## config.mk

```make
export PLATFORM = sky130hd
export DESIGN_NAME = sopa_cell
export DESIGN_NICKNAME = d
export VERILOG_FILES = /design/src/sopa_pkg.sv /design/src/sopa_cell.sv
export SDC_FILE = /design/constraint.sdc
export NUM_CORES = 1
export LEC_CHECK = 0
export ABC_AREA = 0
export BUFFER_PORTS_ARGS = -buffer_cell sky130_fd_sc_hd__buf_2
export CAP_MARGIN = 20
export CORE_ASPECT_RATIO = 1.75
export CORE_MARGIN = 4
export CORE_UTILIZATION = 55
export CTS_CLUSTER_DIAMETER = 50
export CTS_CLUSTER_SIZE = 30
export DETAILED_ROUTE_END_ITERATION = 8
export HOLD_SLACK_MARGIN = 0.12
export PLACE_DENSITY_LB_ADDON = 0.25
export SLEW_MARGIN = 20
export SYNTH_ARGS = -nofsm -noshare
export SYNTH_HDL_FRONTEND = slang
export SYNTH_SLANG_ARGS = --single-unit
export TNS_END_PERCENT = 50
```

## constraint.sdc

```tcl
create_clock -name i_clk -period 8.39 [get_ports i_clk]
set_input_delay 0.839 -clock i_clk [delete_from_list [all_inputs] [get_ports i_clk]]
set_output_delay 0.839 -clock i_clk [all_outputs]
set_load 0.01 [all_outputs]
```

## src/sopa_pkg.sv

```systemverilog
// ============================================================================
// sopa_pkg
// shared types, widths and saturating arithmetic for the segmented
// outer-product accumulator
// ============================================================================
package sopa_pkg;

    localparam int ELEM_W = 16;
    localparam int PROD_W = 32;
    localparam int ACC_W  = 48;
    localparam int SEG_W  = 10;
    localparam int POS_W  = 2;
    localparam int VEC_N  = 4;

    localparam logic signed [ACC_W-1:0] ACC_MAX = {1'b0, {(ACC_W-1){1'b1}}};
    localparam logic signed [ACC_W-1:0] ACC_MIN = {1'b1, {(ACC_W-1){1'b0}}};

    localparam logic OP_ACCUM = 1'b0;
    localparam logic OP_FLUSH = 1'b1;

    // control broadcast from the sequencer to every cell
    typedef struct packed {
        logic mac;    // add this row's product
        logic clr;    // start from zero instead of the held sum
        logic load;   // copy held sum into the drain slot
        logic shift;  // drain slot takes the neighbor's value
    } t_cell_ctrl;

    function automatic logic signed [ACC_W-1:0] sat_add(
        input logic signed [ACC_W-1:0]  acc,
        input logic signed [PROD_W-1:0] prod
    );
        logic signed [ACC_W:0] s;
        s = {acc[ACC_W-1], acc} + {{(ACC_W+1-PROD_W){prod[PROD_W-1]}}, prod};
        if (s[ACC_W] != s[ACC_W-1]) begin
            return s[ACC_W] ? ACC_MIN : ACC_MAX;
        end
        return s[ACC_W-1:0];
    endfunction

endpackage

```

## src/sopa_cell.sv

```systemverilog
// ============================================================================
// sopa_cell
// one accumulator of the block: multiply-accumulate with saturation, plus a
// drain slot that hands its value to the neighbor toward the output
// ============================================================================
module sopa_cell (
    input  logic                                i_clk,
    input  sopa_pkg::t_cell_ctrl                i_ctrl,
    input  logic signed [sopa_pkg::ELEM_W-1:0]  i_a,
    input  logic signed [sopa_pkg::ELEM_W-1:0]  i_b,
    input  logic signed [sopa_pkg::ACC_W-1:0]   i_shift_in,
    output logic signed [sopa_pkg::ACC_W-1:0]   o_drain
);

    logic signed [sopa_pkg::ACC_W-1:0]  r_acc;
    logic signed [sopa_pkg::ACC_W-1:0]  n_acc;
    logic signed [sopa_pkg::ACC_W-1:0]  r_drain;
    logic signed [sopa_pkg::ACC_W-1:0]  w_base;
    logic signed [sopa_pkg::PROD_W-1:0] w_prod;

    always_comb begin
        w_prod = i_a * i_b;
        w_base = i_ctrl.clr ? '0 : r_acc;
        n_acc  = sopa_pkg::sat_add(w_base, w_prod);
    end

    always_ff @(posedge i_clk) begin
        if (i_ctrl.mac) begin
            r_acc <= n_acc;
        end
        // load wins: a finished sum replaces whatever was draining
        if (i_ctrl.load) begin
            r_drain <= r_acc;
        end else if (i_ctrl.shift) begin
            r_drain <= i_shift_in;
        end
    end

    assign o_drain = r_drain;

endmodule
```

---- After elaboration in Yosys (flattened, before gate mapping) ----
Cells that the tools add are included.
storage, ports and cells
  bits in writable memories ............... 0
  latch bits .............................. 0
  input bits .............................. 85
  flip-flop bits (word level) ............. 96
  output and inout bits ................... 48
  memories ................................ 0
  memory bits (read-only) ................. 0
operators by class
  div/mod/pow operators ................... 0
  order comparisons ....................... 0
  bitwise logic cells ..................... 0
  add/sub/neg operators ................... 1
  mux-type cells .......................... 7
  multiply operators ...................... 1
  shifts and indexed selects .............. 0
  reduce and logical (&&, ||, !) cells .... 1
  equal/unequal tests ..................... 1
operator list
  kind                          number
  two-way mux 48 bit            6
  adder 48 x 32 -> 49 bit       1
  multiplier 16 x 16 -> 32 bit  1
  nonzero test 2 bit            1
  two-way mux 1 bit             1
  != test 1 bit                 1

---- Longest topological paths before layout ----
Gate-level depths: netlist of the first run.
  depth in word-level cells ............... 5
  mapped depth ............................ 26
  depth with buffers taken out ............ 25

---- Least setup slack after synthesis of the first run ----
No wires, ideal clock.
  kind .................................... input port to flip-flop
  start point ............................. input i_a[15] in the netlist's numbering
  end point ............................... register r_acc[22] in the netlist's numbering, data pin
  arrival ................................. 7.543 ns
  stages on the path ...................... 25
  slack ................................... 0.591 ns
  setup time .............................. 0.256 ns
  data required time ...................... 8.134 ns
  cell sequence ........................... clkbuf_1 nand2_1 inv_1 fa_1 inv_1 fa_1 fa_1 fa_1 inv_1 fa_1 inv_1 fa_1 inv_1 ha_1 a21oi_1 o21ai_1 a21o_1 a21oi_1 o21bai_1 a221oi_1 o21ai_2 xor2_2 nor3_4 buf_8 o21ai_2
between the ends
  cells in the longest elaborated chain, start to end .. 5
  elaborated cells between the ends (all ways) .. 7
ends and longest elaborated chain
  element                                                  RTL line                        source
  start: declaration                                       sopa_cell.sv:9                  input logic signed [sopa_pkg::ELEM_W-1:0] i_a,
  multiplier 16 x 16 -> 32 bit *                           sopa_cell.sv:22                 w_prod = i_a * i_b;
  adder 48 x 32 -> 49 bit *                                sopa_pkg.sv:34                  s = {acc[ACC_W-1], acc} + {{(ACC_W+1-PROD_W){prod[PROD_W-1]}}, prod};
  two-way mux 48 bit or != test 1 bit (tied branches)      sopa_pkg.sv:36, sopa_pkg.sv:35
  two-way mux 48 bit or two-way mux 1 bit (tied branches)  sopa_pkg.sv:35                  if (s[ACC_W] != s[ACC_W-1]) begin
  two-way mux 48 bit *                                     sopa_pkg.sv:38                  return s[ACC_W-1:0];
  net n_acc, one bit                                       sopa_cell.sv:16                 logic signed [sopa_pkg::ACC_W-1:0] n_acc;
  end signal: assignment                                   sopa_cell.sv:29                 r_acc <= n_acc;
  end: declaration                                         sopa_cell.sv:15                 logic signed [sopa_pkg::ACC_W-1:0] r_acc;
Mark *: on every way through the listed nets, which the timed path passes. The rest lies on a longest branch. The select of a mux whose other input is x is not followed.
A chain may end at the register's enable or synchronous reset.

---- Worst setup path after layout of the first run ----
  start point ............................. input i_a[15] in the netlist's numbering
  end point ............................... register r_acc[7] in the netlist's numbering, data pin
Same word-level chain as after synthesis.

==> impl_results.md, run 1 <==
* Synth Area per Inst at approximately 10 um^2
* Layout cell share with drive strength beyond 1 at 13.5%
* FFs w/ async S/R, synth at 0%
* Worst clock skew at between 0.01 and 0.015 ns
* CP endpoint kind: register
* Post-CTS Hold Buffers at 0
* EDFF count, synth at 96
* Tmin final at 7.91 ns
* CP startpoint kind: input pin
* # DRC at 0
* Max cap viols at 0
* Number of global-route vias before repair at 14500
* Area occupied by multi-input gates at 13400 um^2
* Fmax at around 0.13 GHz
* WL/cell at 19.0 um
* Max incr delay on CP at 0.90 ns
* CTS root buf: clkbuf_16
* Starting Density at 55.7%
* Crit-path slowest cell: fa_1
* Largest net degree at the start of global routing at 50
* Die width at 146 um
* Total negative slack at 0 ns
* Chain of cells forming the critical path: buf_2 -> nand2_1 -> inv_1 -> fa_2 -> inv_1 -> fa_1 -> fa_1 -> fa_1 -> inv_1 -> buf_4 -> fa_1 -> inv_1 -> fa_1 -> inv_1 -> ha_1 -> nand4_1 -> nor2_1 -> nand3_1 -> or3_1 -> o21ai_2 -> xor2_2 -> o21ai_4 -> buf_4 -> o21ai_0
* Final Wtd Congestion at 0.915
* Longest Clk Path Bufs at 2
* Global route overflow at 0
* ANT cells at 0
* WHS at 0.581 ns
* WS Path Type: in -> reg
* Post-route cell area at 19700 um^2
* Nets at 2518
* CP Max Fanout at 44
* Die area at 36400 um^2
* Register area share after synthesis at 15.7%
* Total track usage at 26.0%
* Final Cycle Share at a little over nine tenths
* Gate Count Post-Synth at approximately 1800
* Dpl hpwl at 38400 um
* Critical Path AT at 8.00 ns
* Setup bufs post-CTS at 0
* ANT nets after route at 0
* Post-Syn Nets at between 2000 and 2500
* Drt first pass iters at 5
* Total core area at 32900 um^2
* Latest clock arrival within the worst-skew pair at 0.37 ns
* IO Pins at between 100 and 150
* Status: complete, no violations
* CTS tree: yes
* CP top delay family: adder cells
* Num CTS Buffers at 9
* Die H at ~250 um
* Share of the synthesized area in the top cell type at around 40%
* Final WL at 44600 um
* Dominant synthesized flop cell: edfxtp_1
* CP bufs+invs at 8
* DP Area at 19400 um^2
* Worst hold path type: reg -> reg
* Clock transition at path regs at approximately 0.080 ns
* Fill cells at about 2800
* DR iter-0 viols at 519
* Netlist cell types at 67
* Cell count after placement at 2327
* Warnings, synthesis at 0
* Storage element area at 2880 um^2
* Max Slew Vio Count at 0
* Area leader, netlist: fa_1
* Crit path required time at 8.47 ns
* RSZ-0062 raised after global routing: false
* Global-route wire length before repair at ~75000 um
* Yosys reg bits at 96
* Setup-failing EPs final at 0
* Via/cell ratio at between 5 and 6
* Synth top area cells: fa_1 40%, edfxtp_1 16%, inv_1 9.5%
* Post-cts sizing count at 0
* Sink Count at 96
* Cell Count, Final, Fillers Out at between 2000 and 2500
* Worst Tran Pin Value at 0.792 ns
* Antenna violations before repair at 0
* Post-synthesis cell area at approximately 18000 um^2
* # port buffers at 132
* Final Hold Fails at 0
* DR vias at 12600
* Area growth syn-to-layout at 7.43%
* Max H-tree Level at 3
* Slew HR at 47.1%
* Placement Rows at 88
## through the flow
stage                     util [%]  worst slack (ns)
after CTS                     59.8             0.475
after detailed placement      58.8             0.147
final                         59.8             0.476
after global routing          59.8             0.128
after global placement        58.8             0.310
after floorplan                  -             0.591
## cell usage in the layout, fill, tap and decap left out, drive strengths merged, types with 2 or more instances in the layout
cell type  instances
nand3              7
and2             117
or2                3
inv              466
a21boi             2
a21oi             86
nor3               2
clkinv             2
nand2b             8
nand2            157
a211o              2
nor2              37
mux2              48
edfxtp            96
o211ai             5
a21o              19
o21a               5
o21bai            12
xor2              18
clkbuf             9
a211oi             3
and3               3
ha               134
fa               366
or3                2
buf              161
a31oi              9
maj3               3
nand4             15
nor2b             50
xnor2             31
o21ai             45
## logic make-up (layout without fill, tap and decap cells)
| logic type | count (synthesis) | after routing | synth area share [%] |
|---|---|---|---|
| DFF | 96 | 96 | 15.7 |
| xor gates and xnor gates | 49 | 49 | 2.38 |
| buffers and inverters | 528 | 640 | 11.4 |
| adders and majority gates | 503 | 503 | 49.3 |
| AOI/OAI and AO/OA | 195 | 195 | 6.77 |
| muxes | 48 | 48 | 2.95 |
| and+or+nand+nor | 407 | 407 | 11.4 |
## cell usage after synthesis (all sizes together) (18+ instances only)
master  count
edfxtp     96
a21oi      86
nor2       37
xor2       18
inv       463
mux2       48
nand2     157
a21o       19
o21ai      45
nor2b      50
clkbuf     40
xnor2      31
and2      117
fa        366
buf        25
ha        134
## cell type report
| type | instances | area share, % |
|---|---|---|
| Tap cell | 405 | 2.57 |
| Sequential cell | 96 | 14.6 |
| Inverter | 463 | 8.83 |
| Clock buffer | 9 | 1.14 |
| Clock inverter | 7 | 0.451 |
| Multi-Input combinational cell | 1202 | 67.8 |
| Timing Repair Buffer | 161 | 4.53 |
## metal layers
layer	vias up	share of wire, %	GRT usage (%)
met5	-	0	0
met2	334	56	48.9
li1	5760	-	-
met3	128	2.9	2.05
met4	0	5.0	12.2
met1	6405	36	29.6
## flip-flops by register name (all words and copies together), names as in the netlist
signal,cells
o_drain,48
r_acc,48
## worst register-to-register path, stage by stage, from the launching register on
cell and delay, ns:
edfxtp_1 0.45, nand2b_1 0.12, fa_1 0.52, inv_1 0.06, fa_1 0.53, fa_1 0.45, fa_1 0.55, inv_1 0.05
fa_1 0.48, inv_1 0.04, ha_1 0.38, a21oi_1 0.28, o211ai_1 0.15, a31oi_1 0.27, nand3b_1 0.13, o21ai_1 0.38
nor4b_1 0.12, or4b_1 0.63, a31oi_1 0.27, xor2_1 0.24, o21ai_2 0.08
## final timing paths
kind	start	to	slack (ns)	cells after the start
hold / removal	r_acc[46]	o_drain[46]	0.58	1
setup / recovery	i_a[15]	r_acc[7]	0.48	24
setup reg to reg	r_acc[15]	r_acc[42]	1.93	20
hold reg to reg	r_acc[46]	o_drain[46]	0.58	1
Power of run 1 is left out: the tool's default activity adds up to more than one toggle a clock period on the data nets, which glitch-free logic cannot reach.
==> run 2: changes to the inputs <==
Settings changed: SKIP_LAST_GASP from default to 1.
Clock period 8.39 ns to 7.8 ns, I/O delays scaled along.
==> impl_results.md, run 2 (synthesis results as in run 1) <==
* Setup bufs post-CTS at 0 (unchanged)
* Commonest cells after routing, fill and taps aside: 463 x inv_1, 365 x fa_1, 157 x nand2_1, 134 x ha_1, 132 x buf_2
* Sink Count at 96 (unchanged)
* Final Wtd Congestion at 0.977 (+6.9%)
* Fill cells at 2842 (+1.2%)
* Clock transition at path regs at 0.07 ns (about the same)
* Storage element area at 2880 um^2 (unchanged)
* Die H at 249 um (unchanged)
* CP startpoint kind: input pin
* Starting Density at 55.7% (unchanged)
* WS Path Type: in -> reg
* Max Slew Vio Count at 0 (unchanged)
* Drt first pass iters at 5 (unchanged)
* Die area at 36400 um^2 (unchanged)
* CP Launch Point: i_b[2]
* Area growth syn-to-layout at 8.63%
* Dpl hpwl at 39200 um (+2.1%)
* CTS root buf: clkbuf_16
* ANT nets after route at 0 (unchanged)
* Status: complete, no violations
* Critical Path AT at 7.38 ns (-0.62 ns)
* DR iter-0 viols at 594 (+14%)
* Max cap viols at 0 (unchanged)
* Setup crit end: r_acc[41]
* Commonest non-fill, non-tap cell in the layout: inv_1
* Global route overflow at 0 (unchanged)
* Slew HR at 23.9% (-23 points)
* DR vias at 12800 (+1.2%)
* Placement Rows at 88 (unchanged)
* Tmin final at 7.27 ns
* Setup-failing EPs final at 0 (unchanged)
* Register-to-register setup slack at 1.66 ns (-0.27 ns)
* Post-CTS Hold Buffers at 0 (unchanged)
* CP top delay family: adder cells
* CP endpoint kind: register
* RSZ-0062 raised after global routing: false
* Max incr delay on CP at 0.62 ns (-0.28 ns)
* Total core area at 32900 um^2 (unchanged)
* Die width at 146 um (unchanged)
* Final Cycle Share at 93.2%
* Reg-to-Reg End: r_acc[46]
* Num CTS Buffers at 9 (unchanged)
* Via/cell ratio at 5.40 (+0.23%)
* Longest Clk Path Bufs at 2 (unchanged)
* Final WL at 45200 um (+1.2%)
* Worst hold path type: reg -> reg
* Latest clock arrival within the worst-skew pair at 0.37 ns (about the same)
* Area occupied by multi-input gates at 13400 um^2 (unchanged)
* Max H-tree Level at 3 (unchanged)
* Crit path required time at 7.91 ns (-0.56 ns)
* ANT cells at 0 (unchanged)
* Worst reg2reg startpoint: r_acc[15]
* CTS tree: yes
* Antenna violations before repair at 0 (unchanged)
* Total negative slack at 0 ns (unchanged)
* Total track usage at 25.9% (-0.093 points)
* # DRC at 0 (unchanged)
* CP Depth at 23 (-4.2%)
* Crit-path slowest cell: fa_2
* Worst Tran Pin Value at 1.14 ns (+0.350 ns)
* WL/cell at 19.1 um (+0.24%)
* FF-to-FF path depth at 20 (unchanged)
* # port buffers at 132 (unchanged)
* Layout cell share with drive strength beyond 1 at 14.6% (+1.1 points)
* CP bufs+invs at 7 (-1)
* Post-cts sizing count at 0 (unchanged)
* Global-route wire length before repair at 74400 um (-0.43%)
* Number of global-route vias before repair at 14500 (+0.56%)
* Final Hold Fails at 0 (unchanged)
* Largest net degree at the start of global routing at 50 (unchanged)
* Worst clock skew at 0.0146 ns (+0.00211 ns)
* Nets at 2541 (+0.91%)
* IO Pins at 133 (unchanged)
* Chain of cells forming the critical path: buf_2 -> nand2_1 -> inv_1 -> fa_2 -> inv_1 -> fa_1 -> buf_4 -> fa_1 -> inv_1 -> fa_1 -> fa_1 -> inv_1 -> fa_1 -> inv_1 -> ha_1 -> nand4_1 -> nor4_1 -> a21oi_1 -> o211ai_1 -> a21boi_0 -> o21ai_0 -> xnor2_1 -> a21oi_1
* Fmax at 0.138 GHz
* CP Max Fanout at 16 (-64%)
[run 2: cell count changes in the layout (fill, tap and decap cells not counted), sizes merged]
cell | before | now
buf | 161 | 184
[run 2: per-layer routing]
layer	GRT usage [%]	routed length (um)
met1	28.3	15800
met3	2.22	1410
met2	49.8	25700
met4	12.2	2280
met5	0	0
[run 2: area by class of cell]
| cell class | instances | share of cell area (%) |
|---|---|---|
| clock buffer | 9 | 1.13 |
| timing repair buffer | 184 | 5.53 |
| sequential | 96 | 14.5 |
| tap | 405 | 2.55 |
| multi-input combinational | 1202 | 67.1 |
| clock inverter | 7 | 0.497 |
| inverter | 463 | 8.73 |
[run 2: worst reg2reg max path, delay by kind of cell (launching register included)]
family                     cells  cell delay [ns]
adders and majority gates      6             2.92
AOI/OAI and AO/OA              6             1.28
and+or+nand+nor                4             0.91
buffers and inverters          3             0.16
xor gates and xnor gates       1             0.18
DFF                            1             0.45
[run 2: worst min-delay path by stage]
stage	from	end	slack, ns	cells after the start
after floorplan	r_acc[0]	o_drain[0]	0.54	1
after global placement	r_acc[17]	o_drain[17]	0.56	1
after detailed placement	r_acc[17]	o_drain[17]	0.57	1
after CTS	r_acc[17]	o_drain[17]	0.59	1
after global routing	r_acc[17]	o_drain[17]	0.62	1
final	r_acc[17]	o_drain[17]	0.59	1
[run 2: through the flow]
step	cells	setup slack (ns)	hold WS (ns)	util [%]	cell area, um^2
6_report	2366	0.533	0.592	60.5	19900
3_5_place_dp	2350	0.161	0.574	59.5	19600
4_1_cts	2366	0.523	0.591	60.5	19900
5_1_grt	2366	0.177	0.615	60.5	19900
3_3_place_gp	2350	0.282	0.564	59.5	19600
2_1_floorplan	1826	0.0604	0.542	-	18300
Power of run 2 is left out for the same reason.
==> run 3: changes to the inputs <==
Clock period 7.8 ns to 8.05 ns, I/O delays scaled along.
==> impl_results.md, run 3 (synthesis results as in run 1) <==
* Critical Path AT at 7.66 ns (+0.28 ns)
* Setup bufs post-CTS at 0 (unchanged)
* Global-route wire length before repair at 74200 um (-0.17%)
* Final Hold Fails at 0 (unchanged)
* Setup-failing EPs final at 0 (unchanged)
* CP Max Fanout at 30 (+14)
* Worst clock skew at 0.0127 ns (-0.00188 ns)
* Via/cell ratio at 5.40 (about the same)
* Max Slew Vio Count at 0 (unchanged)
* Latest clock arrival within the worst-skew pair at 0.38 ns (about the same)
* Placement Rows at 88 (unchanged)
* Post-CTS Hold Buffers at 0 (unchanged)
* Post-cts sizing count at 0 (unchanged)
* Layout cell share with drive strength beyond 1 at 13.9% (-0.70 points)
* Slew HR at 51.2% (+27 points)
* Starting Density at 55.7% (unchanged)
* Area growth syn-to-layout at 7.78%
* Worst hold path type: reg -> reg
* Longest Clk Path Bufs at 2 (unchanged)
* Post-route cell area at 19800 um^2 (-0.78%)
* ANT nets after route at 0 (unchanged)
* Dpl hpwl at 38600 um (-1.6%)
* Clock transition at path regs at 0.08 ns (about the same)
* RSZ-0062 raised after global routing: false
* # DRC at 0 (unchanged)
* Total core area at 32900 um^2 (unchanged)
* Sink Count at 96 (unchanged)
* DP Area at 19400 um^2 (-0.74%)
* IO Pins at 133 (unchanged)
* Fill cells at 2851 (+0.32%)
* Num CTS Buffers at 9 (unchanged)
* CP startpoint kind: input pin
* Tmin final at 7.55 ns
* Worst Tran Pin Value at 0.732 ns (-0.410 ns)
* Commonest cells after routing, fill and taps aside: 463 x inv_1, 365 x fa_1, 157 x nand2_1, 134 x ha_1, 131 x buf_2
* Drt first pass iters at 7 (+2)
* Status: complete, no violations
* Crit path required time at 8.16 ns (+0.25 ns)
* Max incr delay on CP at 0.64 ns (+0.02 ns)
* Antenna violations before repair at 0 (unchanged)
* Final Wtd Congestion at 0.975 (-0.28%)
* Crit-path slowest cell: fa_2
* Final WL at 44500 um (-1.4%)
* Die H at 249 um (unchanged)
* Fmax at 0.132 GHz
* Die width at 146 um (unchanged)
* Largest net degree at the start of global routing at 50 (unchanged)
* WS Path Type: in -> reg
* Total track usage at 25.7% (-0.12 points)
* Commonest non-fill, non-tap cell in the layout: inv_1
* CP endpoint kind: register
* Max cap viols at 0 (unchanged)
* Die area at 36400 um^2 (unchanged)
* ANT cells at 0 (unchanged)
* CTS root buf: clkbuf_16
* DR vias at 12700 (-0.75%)
* WL/cell at 18.9 um (-0.77%)
* Final Cycle Share at around 94%
* Total negative slack at 0 ns (unchanged)
* CTS tree: yes
* WHS at 0.590 ns (-0.00221 ns)
* DR iter-0 viols at 518 (-13%)
* Number of global-route vias before repair at 14500 (-0.34%)
* Max H-tree Level at 3 (unchanged)
* Global route overflow at 0 (unchanged)
* # port buffers at 132 (unchanged)
* Nets at 2525 (-0.63%)
==> run 3: final timing paths <==
check                  from     endpoint  slack [ns]  cells after the start
setup / recovery    i_a[15]    r_acc[11]        0.50                     25
hold / removal    r_acc[17]  o_drain[17]        0.59                      1
setup reg to reg  r_acc[15]    r_acc[42]        1.66                     20
hold reg to reg   r_acc[17]  o_drain[17]        0.59                      1
==> run 3: per-layer routing <==
layer	share of wire [%]	track usage [%]	vias to the layer above
li1	-	-	5774
met1	36	28.7	6467
met2	57	49.6	333
met3	3.1	2.23	110
met4	4.3	10.9	0
met5	0	0	-
==> run 3: through the flow <==
| step | cells | util (%) | setup WS (ns) |
|---|---|---|---|
| after floorplan | 1826 | - | 0.285 |
| after global placement | 2334 | 59.0 | 0.208 |
| after detailed placement | 2334 | 59.0 | 0.129 |
| after CTS | 2350 | 60.0 | 0.492 |
| after global routing | 2350 | 60.0 | 0.248 |
| final | 2350 | 60.0 | 0.499 |
==> run 3: area by class of cell <==
| type | instances | area, um^2 | area share (%) |
|---|---|---|---|
| clock buffers | 9 | 225 | 1.14 |
| clock inverters | 7 | 86.3 | 0.437 |
| inverters | 463 | 1740 | 8.80 |
| multi-input cells | 1202 | 13400 | 67.6 |
| flip-flops and latches | 96 | 2880 | 14.6 |
| well taps | 405 | 507 | 2.57 |
| repair buffers | 168 | 958 | 4.85 |
==> run 3: critical path: cells and delay by family <==
kind,cells,cell delay [ns]
and+or+nand+nor,3,0.60
AOI/OAI and AO/OA,7,1.60
buffers and inverters,8,0.97
adders and majority gates,7,3.63
Power of run 3 is left out for the same reason.
